<file path="src/hw/rtl/ple_pkg.sv">
// Shared types and codes for the positional list engine.
// No dependencies; imported by ple_seq, positional_list_engine_top, ple_list_checker and the testbench.
package ple_pkg;

  // Request opcodes
  localparam logic [2:0] OP_ADD_FRONT = 3'd0;
  localparam logic [2:0] OP_ADD_REAR  = 3'd1;
  localparam logic [2:0] OP_REM_FRONT = 3'd2;
  localparam logic [2:0] OP_REM_REAR  = 3'd3;
  localparam logic [2:0] OP_INSERT_AT = 3'd4;
  localparam logic [2:0] OP_REMOVE_AT = 3'd5;

  // Result status codes
  localparam logic [1:0] ST_OK    = 2'd0;
  localparam logic [1:0] ST_UNDER = 2'd1;
  localparam logic [1:0] ST_RANGE = 2'd2;
  localparam logic [1:0] ST_FULL  = 2'd3;

  // Kind of store walk handed to the sequencer
  typedef logic [1:0] kind_t;
  localparam kind_t K_NONE = 2'd0;
  localparam kind_t K_PUT  = 2'd1;
  localparam kind_t K_TAKE = 2'd2;

  typedef struct packed {
    logic  go;
    kind_t kind;
  } ple_req_t;

  typedef struct packed {
    logic busy;
    logic done;
  } ple_seq_st_t;

endpackage

</file>
<file path="src/hw/rtl/positional_list_engine_top.sv">
// Positional list engine top level: request check, element count, result
// register. Depends on ple_pkg, ple_store and ple_seq.
//
// A request is taken at a clock edge where start is high and busy is low.
// Requests that fail their check (underflow, bad position, full list) and
// unused opcodes change nothing: their result appears on the next cycle and
// busy never rises. Accepted adds, inserts and removals walk the element
// store through one write port and one registered read port, moving one
// entry per cycle over the entries from the target position to the tail;
// busy stays high while the walk runs. An add or insert with nothing to
// shift (add at the rear, insert at count+1, add to an empty list) skips
// the walk and only writes the new element. Each result is shown for
// exactly one cycle with done high and must be captured then: there is no
// way to hold it off. removed_value is zero for anything but a successful
// removal, and count_after is the element count after the request.
module positional_list_engine_top #(
  parameter int CAPACITY   = 64,
  parameter int ELEM_WIDTH = 32
) (
  input  logic        clk,
  input  logic        rst,
  input  logic        start,
  output logic        busy,
  input  logic [2:0]  opcode,
  input  logic [6:0]  position,
  input  logic [31:0] value,
  output logic        done,
  output logic [31:0] removed_value,
  output logic [1:0]  status,
  output logic [6:0]  count_after
);
  import ple_pkg::*;

  localparam int AW = $clog2(CAPACITY);
  localparam int CW = $clog2(CAPACITY + 1);
  localparam int PW = ((CW > 7) ? CW : 7) + 1;

  logic [CW-1:0]         count;
  kind_t                 kind;
  logic                  acc;
  logic [PW-1:0]         cnt_w;
  logic [PW-1:0]         pos_w;
  logic [PW-1:0]         pos_m1;
  logic [PW-1:0]         cnt_m1;
  logic                  full;
  logic                  empty;
  kind_t                 chk_kind;
  logic [1:0]            chk_status;
  logic [AW-1:0]         chk_idx;
  logic [AW-1:0]         chk_lim;
  logic [63:0]           val_wide;
  logic [ELEM_WIDTH-1:0] val_e;
  logic [PW-1:0]         cnt_after_w;
  logic [CW-1:0]         count_next;
  logic [63:0]           rem_wide;
  ple_req_t              req;
  ple_seq_st_t           seq_st;
  logic [ELEM_WIDTH-1:0] seq_removed;
  logic                  mem_we;
  logic [AW-1:0]         mem_waddr;
  logic [ELEM_WIDTH-1:0] mem_wdata;
  logic                  mem_re;
  logic [AW-1:0]         mem_raddr;
  logic [ELEM_WIDTH-1:0] mem_rdata;

  // Hold off new transfers while a walk runs or its result is being posted
  assign busy = seq_st.busy || seq_st.done;
  assign acc  = start && !busy;

  assign cnt_w  = PW'(count);
  assign pos_w  = PW'(position);
  assign pos_m1 = pos_w - PW'(1);
  assign cnt_m1 = cnt_w - PW'(1);
  assign full   = (cnt_w == PW'(CAPACITY));
  assign empty  = (count == '0);

  // Keep the element in its low ELEM_WIDTH bits
  assign val_wide = {32'd0, value};
  assign val_e    = val_wide[ELEM_WIDTH-1:0];

  // Check the request against the current count and pick the walk to run
  always_comb begin
    chk_kind   = K_NONE;
    chk_status = ST_OK;
    chk_idx    = '0;
    chk_lim    = '0;
    unique case (opcode)
      OP_ADD_FRONT: begin
        if (full) begin
          chk_status = ST_FULL;
        end else begin
          chk_kind = K_PUT;
          chk_lim  = cnt_w[AW-1:0];
        end
      end
      OP_ADD_REAR: begin
        if (full) begin
          chk_status = ST_FULL;
        end else begin
          chk_kind = K_PUT;
          chk_idx  = cnt_w[AW-1:0];
          chk_lim  = cnt_w[AW-1:0];
        end
      end
      OP_REM_FRONT: begin
        if (empty) begin
          chk_status = ST_UNDER;
        end else begin
          chk_kind = K_TAKE;
          chk_lim  = cnt_m1[AW-1:0];
        end
      end
      OP_REM_REAR: begin
        if (empty) begin
          chk_status = ST_UNDER;
        end else begin
          chk_kind = K_TAKE;
          chk_idx  = cnt_m1[AW-1:0];
          chk_lim  = cnt_m1[AW-1:0];
        end
      end
      OP_INSERT_AT: begin
        if (pos_w == '0 || pos_w > cnt_w + PW'(1)) begin
          chk_status = ST_RANGE;
        end else if (full) begin
          chk_status = ST_FULL;
        end else begin
          chk_kind = K_PUT;
          chk_idx  = pos_m1[AW-1:0];
          chk_lim  = cnt_w[AW-1:0];
        end
      end
      OP_REMOVE_AT: begin
        if (pos_w == '0 || pos_w > cnt_w) begin
          chk_status = ST_RANGE;
        end else begin
          chk_kind = K_TAKE;
          chk_idx  = pos_m1[AW-1:0];
          chk_lim  = cnt_m1[AW-1:0];
        end
      end
      default: begin
        chk_kind = K_NONE;
      end
    endcase
  end

  assign req.go   = acc && (chk_kind != K_NONE);
  assign req.kind = chk_kind;

  // Count after the walk that is finishing
  assign count_next  = (kind == K_PUT) ? count + CW'(1) : count - CW'(1);
  assign cnt_after_w = PW'(count_next);

  always_comb begin
    rem_wide                 = '0;
    rem_wide[ELEM_WIDTH-1:0] = seq_removed;
  end

  ple_store #(
    .DEPTH (CAPACITY),
    .AW    (AW),
    .EW    (ELEM_WIDTH)
  ) u_store (
    .clk   (clk),
    .we    (mem_we),
    .waddr (mem_waddr),
    .wdata (mem_wdata),
    .re    (mem_re),
    .raddr (mem_raddr),
    .rdata (mem_rdata)
  );

  ple_seq #(
    .AW (AW),
    .EW (ELEM_WIDTH)
  ) u_seq (
    .clk       (clk),
    .rst       (rst),
    .req       (req),
    .idx       (chk_idx),
    .lim       (chk_lim),
    .value     (val_e),
    .st        (seq_st),
    .removed   (seq_removed),
    .mem_we    (mem_we),
    .mem_waddr (mem_waddr),
    .mem_wdata (mem_wdata),
    .mem_re    (mem_re),
    .mem_raddr (mem_raddr),
    .mem_rdata (mem_rdata)
  );

  always_ff @(posedge clk) begin
    if (rst) begin
      count <= '0;
      kind  <= K_NONE;
      done  <= 1'b0;
    end else begin
      done <= 1'b0;
      if (seq_st.done) begin
        // Post the walk's result and commit the new count
        count         <= count_next;
        done          <= 1'b1;
        status        <= ST_OK;
        count_after   <= cnt_after_w[6:0];
        removed_value <= (kind == K_TAKE) ? rem_wide[31:0] : 32'd0;
      end else if (acc) begin
        kind <= chk_kind;
        if (chk_kind == K_NONE) begin
          // Failed check or unused opcode: answer at once, list unchanged
          done          <= 1'b1;
          status        <= chk_status;
          count_after   <= cnt_w[6:0];
          removed_value <= 32'd0;
        end
      end
    end
  end

`ifndef ASSERT_OFF
  a_count_bound: assert property (@(posedge clk) disable iff (rst)
    cnt_w <= PW'(CAPACITY))
    else $error("element count above capacity");

  a_walk_busy: assert property (@(posedge clk) disable iff (rst)
    req.go |=> busy)
    else $error("walk launched but busy did not rise");

  a_walk_result: assert property (@(posedge clk) disable iff (rst)
    seq_st.done |=> done && status == ST_OK)
    else $error("finished walk did not post an ok result");

  a_fail_zero: assert property (@(posedge clk) disable iff (rst)
    (done && status != ST_OK) |-> removed_value == 32'd0)
    else $error("failed request returned a nonzero element");
`endif

endmodule

</file>
<file path="src/hw/rtl/ple_store.sv">
// Element store: single write port, single registered read port.
// No package dependencies; instantiated by positional_list_engine_top.
module ple_store #(
  parameter int DEPTH = 64,
  parameter int AW    = 6,
  parameter int EW    = 32
) (
  input  logic          clk,
  input  logic          we,
  input  logic [AW-1:0] waddr,
  input  logic [EW-1:0] wdata,
  input  logic          re,
  input  logic [AW-1:0] raddr,
  output logic [EW-1:0] rdata
);

  logic [EW-1:0] mem [DEPTH];

  always_ff @(posedge clk) begin
    if (we) begin
      mem[waddr] <= wdata;
    end
    if (re) begin
      rdata <= mem[raddr];
    end
  end

endmodule

</file>
<file path="src/hw/rtl/ple_seq.sv">
// Shift sequencer: walks the element store one entry per cycle with a shared
// address stepper. Depends on ple_pkg; drives the ports of ple_store.
module ple_seq #(
  parameter int AW = 6,
  parameter int EW = 32
) (
  input  logic                 clk,
  input  logic                 rst,
  input  ple_pkg::ple_req_t    req,
  input  logic [AW-1:0]        idx,
  input  logic [AW-1:0]        lim,
  input  logic [EW-1:0]        value,
  output ple_pkg::ple_seq_st_t st,
  output logic [EW-1:0]        removed,
  output logic                 mem_we,
  output logic [AW-1:0]        mem_waddr,
  output logic [EW-1:0]        mem_wdata,
  output logic                 mem_re,
  output logic [AW-1:0]        mem_raddr,
  input  logic [EW-1:0]        mem_rdata
);
  import ple_pkg::*;

  localparam logic [1:0] S_IDLE  = 2'd0;
  localparam logic [1:0] S_WALK  = 2'd1;
  localparam logic [1:0] S_DRAIN = 2'd2;
  localparam logic [1:0] S_FILL  = 2'd3;

  logic [1:0]    state;
  logic          up;
  logic          first;
  logic          rd_pend;
  logic          done;
  logic [AW-1:0] ptr;
  logic [AW-1:0] wrp;
  logic [AW-1:0] stop;
  logic [AW-1:0] fill_idx;
  logic [EW-1:0] fill_val;
  logic [AW-1:0] step;
  logic [AW-1:0] ptr_next;
  logic [AW-1:0] wrp_next;

  // Read and write pointers advance in the same direction
  assign step     = up ? '1 : AW'(1);
  assign ptr_next = ptr + step;
  assign wrp_next = wrp + step;

  assign mem_re    = (state == S_WALK);
  assign mem_raddr = ptr;
  assign mem_we    = (rd_pend && !first) || (state == S_FILL);
  assign mem_waddr = (state == S_FILL) ? fill_idx : wrp;
  assign mem_wdata = (state == S_FILL) ? fill_val : mem_rdata;

  assign st.busy = (state != S_IDLE);
  assign st.done = done;

  always_ff @(posedge clk) begin
    if (rst) begin
      state   <= S_IDLE;
      rd_pend <= 1'b0;
      first   <= 1'b0;
      done    <= 1'b0;
    end else begin
      done <= 1'b0;
      // First data of a removal is the removed element; all later data moves
      if (rd_pend) begin
        if (first) begin
          removed <= mem_rdata;
          first   <= 1'b0;
        end else begin
          wrp <= wrp_next;
        end
      end
      unique case (state)
        S_IDLE: begin
          if (req.go) begin
            fill_idx <= idx;
            fill_val <= value;
            if (req.kind == K_PUT) begin
              up    <= 1'b1;
              first <= 1'b0;
              stop  <= idx;
              ptr   <= lim - AW'(1);
              wrp   <= lim;
              state <= (idx == lim) ? S_FILL : S_WALK;
            end else begin
              up    <= 1'b0;
              first <= 1'b1;
              stop  <= lim;
              ptr   <= idx;
              wrp   <= idx;
              state <= S_WALK;
            end
          end
        end
        S_WALK: begin
          rd_pend <= 1'b1;
          if (ptr == stop) begin
            state <= S_DRAIN;
          end else begin
            ptr <= ptr_next;
          end
        end
        S_DRAIN: begin
          rd_pend <= 1'b0;
          if (up) begin
            state <= S_FILL;
          end else begin
            state <= S_IDLE;
            done  <= 1'b1;
          end
        end
        S_FILL: begin
          state <= S_IDLE;
          done  <= 1'b1;
        end
        default: begin
          state <= S_IDLE;
        end
      endcase
    end
  end

endmodule

</file>
<file path="config.mk">
export PLATFORM = sky130hd
export DESIGN_NAME = positional_list_engine_top
export DESIGN_NICKNAME = d
export VERILOG_FILES = /design/src/hw/rtl/ple_pkg.sv /design/src/hw/rtl/positional_list_engine_top.sv /design/src/hw/rtl/ple_store.sv /design/src/hw/rtl/ple_seq.sv
export SDC_FILE = /design/constraint.sdc
export NUM_CORES = 2
export LEC_CHECK = 0
export ABC_CLOCK_PERIOD_IN_PS = 10270
export BUFFER_PORTS_ARGS = -buffer_cell sky130_fd_sc_hd__buf_2
export CAP_MARGIN = 20
export CORE_ASPECT_RATIO = 1.25
export CORE_MARGIN = 8
export CORE_UTILIZATION = 34
export DETAILED_ROUTE_END_ITERATION = 7
export HOLD_SLACK_MARGIN = 0.03
export PLACE_DENSITY = 0.46
export SYNTH_ARGS = -nofsm -noshare
export SYNTH_HDL_FRONTEND = slang
export SYNTH_SLANG_ARGS = --single-unit
</file>
<file path="constraint.sdc">
create_clock -name clk -period 10.27 [get_ports clk]
set_input_delay 3.081 -clock clk [delete_from_list [all_inputs] [get_ports clk]]
set_output_delay 3.081 -clock clk [all_outputs]
set_load 0.03 [all_outputs]
</file>
==> results by group <==
Min path
  – Worst hold path type: reg2reg
  – Min-delay src: u_store.rdata[5]

Synth
  – Ys flop type: edfxtp_1
  – Post-synth EDFFs: roughly 2,200
  – Mapped Nets: ~3,700
  – Post-synth cell types: 63
  – Gate count after technology mapping: around 3,600
  – Yosys warning count: 0
  – Post-synthesis sequential area ratio: 77.4%
  – Synth Register Bits: ~2,200
  – Synthesized cell area: 86,100 sq um
  – Mean Syn Cell Area: 23.6 sq um
  – Async S/R FF share, synth: 0%

Detailed routing
  – Vias: between 30,000 and 40,000
  – Drc violations: 0
  – ANT nets after route: 0
  – Violation count after the first detailed-route iteration: about 3,800
  – WL/cell: around 31 um
  – Total wire length: 231,000 um
  – Via/cell ratio: approximately 5.3
  – Drt pass-1 iters: 5

Worst setup path
  – Crit path from: position[6]
  – Worst Path Required: roughly 11 ns
  – Launching point of the worst reg2reg path: count[0]
  – Critical Path Fanout Max: 38
  – WP data arrival: between 6 and 7 ns
  – Worst setup path category: in2reg
  – CP Capture Type: flop
  – Crit start category: input port

STA
  – Final Cycle Share: 58.4%
  – Worst-Margin Slew: ~1.0 ns
  – Unrepaired setup endpoints after global routing: false
  – Final WS setup: between 4 and 5 ns
  – Hold Vio Cnt, Final: 0
  – Fin. max-slew vios: 0
  – Setup violators final: 0
  – Fin Clk Skew: 0.0556 ns
  – Setup TNS: 0 ns
  – F_max: between 150 and 200 MHz
  – Post-layout min period: roughly 6 ns
  – Slew headroom: about 30%

CTS
  – Setup bufs post-CTS: 0
  – Clk sink count: around 2,200
  – Total CTS buffers: around 220
  – Clk_lat worst skew: 0.86 ns
  – CTS tree: done
  – H-Tree Depth: 4
  – Resize count post-CTS: 0
  – Post-CTS Hold Fix Bufs: 0
  – Clk slew on worst S/H paths: 0.06 ns
  – Max Root-Sink Buffers: 4
  – Clock Tree Root: clkbuf_16

Floorplan
  – Die Height: between 500 and 600 um
  – Core Region: 252,000 sq um
  – I/O pins: slightly below 90
  – Die area: ~270,000 sq um
  – Row count: 206
  – Starting Density: roughly 34%
  – Die Width: around 470 um

Placed design
  – Routability cong.: 0.773
  – Post-place setup slack: roughly 3.5 ns
  – Port buffer count: between 80 and 90
  – Hpwl dp: roughly 120,000 um

Pwr
  – PD cells: about 250 nW/um^2
  – Peak VDD IR: 0.000152 V
  – Reported leakage power: 30.1 nW

Finish
  – Area Growth Syn to Fin: 14.2%
  – Final core utilization: 39.0%
  – Most frequent cells in the layout: 2,210 x edfxtp_1, 661 x mux4_2, 219 x clkbuf_16, 101 x buf_4, 87 x buf_2
  – Layout cell share with drive strength beyond 1: 31.8%
  – Most common cell after layout, fill and taps aside: edfxtp_1
  – Net count, final: around 4,000

Global routing
  – Largest net degree at the start of global routing: roughly 120
  – GRT overflow: 0
  – Total routing usage reported by global routing: between 15 and 20%
  – Initial antenna violation count: 29
  – Vias in the first global route: ~40,000
  – First-pass GRT wire length: 323,000 um

Flow run
  – Maxcap violations: 0

Run status
  – Status: completed
[layout make-up]
class	count	area (sq um)
Fill cell	22400	154000
Sequential cell	2225	66700
Multi-Input combinational cell	1201	19000
Clock buffer	248	5590
Tap cell	3328	4160
Timing Repair Buffer	216	1750
Clock inverter	140	1010
Inverter	37	139
Antenna cell	8	20.0
[worst paths after layout]
check	to	slack, ns	depth (start not counted)
worst max register to register	u_seq.fill_val[1]	4.99	14
worst min-delay path	u_seq.removed[5]	0.42	0
worst min register to register	u_seq.removed[5]	0.42	0
worst max-delay path	u_seq.fill_val[1]	4.28	11
[where the power goes]
| group | total (mW) | switching (mW) | leakage (nW) | internal (mW) |
|---|---|---|---|---|
| logic | 5.83 | 3.62 | 6.86 | 2.21 |
| registers | 11.6 | 0.160 | 20.0 | 11.4 |
| clock network | 7.60 | 3.38 | 3.25 | 4.23 |
[per-stage QoR]
| step | hold slack (ns) | total power, mW | cells | area (sq um) |
|---|---|---|---|---|
| finish | 0.422 | 25.0 | 7403 | 98400 |
| global route | 0.459 | 25.9 | 7397 | 98400 |
| CTS | 0.416 | 25.3 | 7379 | 98000 |
| detailed placement | 0.440 | 17.6 | 6991 | 91400 |
| global placement | 0.430 | 17.5 | 6988 | 91400 |
| floorplan | 0.422 | 15.4 | 3644 | 86100 |
[kinds of logic (layout without fill, tap and decap cells)]
kind of cell    count (synthesis)  after routing  synth area share, %
other cells                     0              8                    0
simple gates                  264            264                 1.42
flops                        2225           2225                 77.4
buf+inv                       218            641                 1.06
xor+xnor                       43             43                0.437
mux                           721            721                 18.0
compound gates                133            133                 1.04
fa+ha+maj                      40             40                0.607
[cell usage after synthesis (3+ instances only)]
cell / number / area [sq um]
inv_1: 35 / 131
or3_1: 3 / 18.8
clkbuf_1: 102 / 383
buf_4: 7 / 52.6
edfxtp_1: 2210 / 66400
o211ai_1: 3 / 22.5
o22ai_1: 4 / 25.0
mux2i_1: 14 / 140
nor2b_1: 4 / 25.0
nor3_1: 9 / 45.0
nand2_1: 66 / 248
a31oi_1: 4 / 25.0
a2bb2oi_1: 3 / 26.3
nand2b_1: 7 / 43.8
o221a_2: 3 / 33.8
xor2_1: 16 / 140
and2_1: 41 / 257
nand4_1: 5 / 31.3
fa_1: 3 / 60.1
nor2_1: 100 / 375
buf_1: 17 / 63.8
ha_1: 37 / 463
a211oi_1: 3 / 22.5
o21bai_1: 5 / 37.5
mux4_2: 661 / 14900
and3_1: 5 / 31.3
nand3_1: 12 / 60.1
dfxtp_1: 15 / 300
mux2_2: 46 / 518
buf_2: 55 / 275
or2_2: 4 / 25.0
a21oi_1: 37 / 185
xnor2_1: 27 / 236
a21o_1: 8 / 60.1
o32ai_1: 6 / 52.6
o21ai_0: 34 / 170
[layer usage]
layer	global-route usage, %	wire, um	vias to the layer above
met1	23.4	101000	21600
met3	2.15	10800	288
li1	-	-	16100
met2	28.4	115000	982
met5	0	7	-
met4	3.69	4960	2
[flip-flops by register name, summed over array words and instances, names as in the netlist, 7 cells and up]
register and count:
u_seq.fill_val 32, u_seq.removed 32, u_store.rdata 32, removed_value 32, count_after 7, u_store.mem 2048, count 7
[critical path, stage by stage]
cell	delay (ns)
buf_2	0.12
ha_1	0.33
and3_1	0.22
a221oi_2	0.30
a211oi_1	0.13
a211oi_2	0.49
nand2_2	0.32
inv_2	0.31
o21ai_2	0.26
nor2_4	0.29
buf_4	0.52
Power figures use the tool's default switching activity.
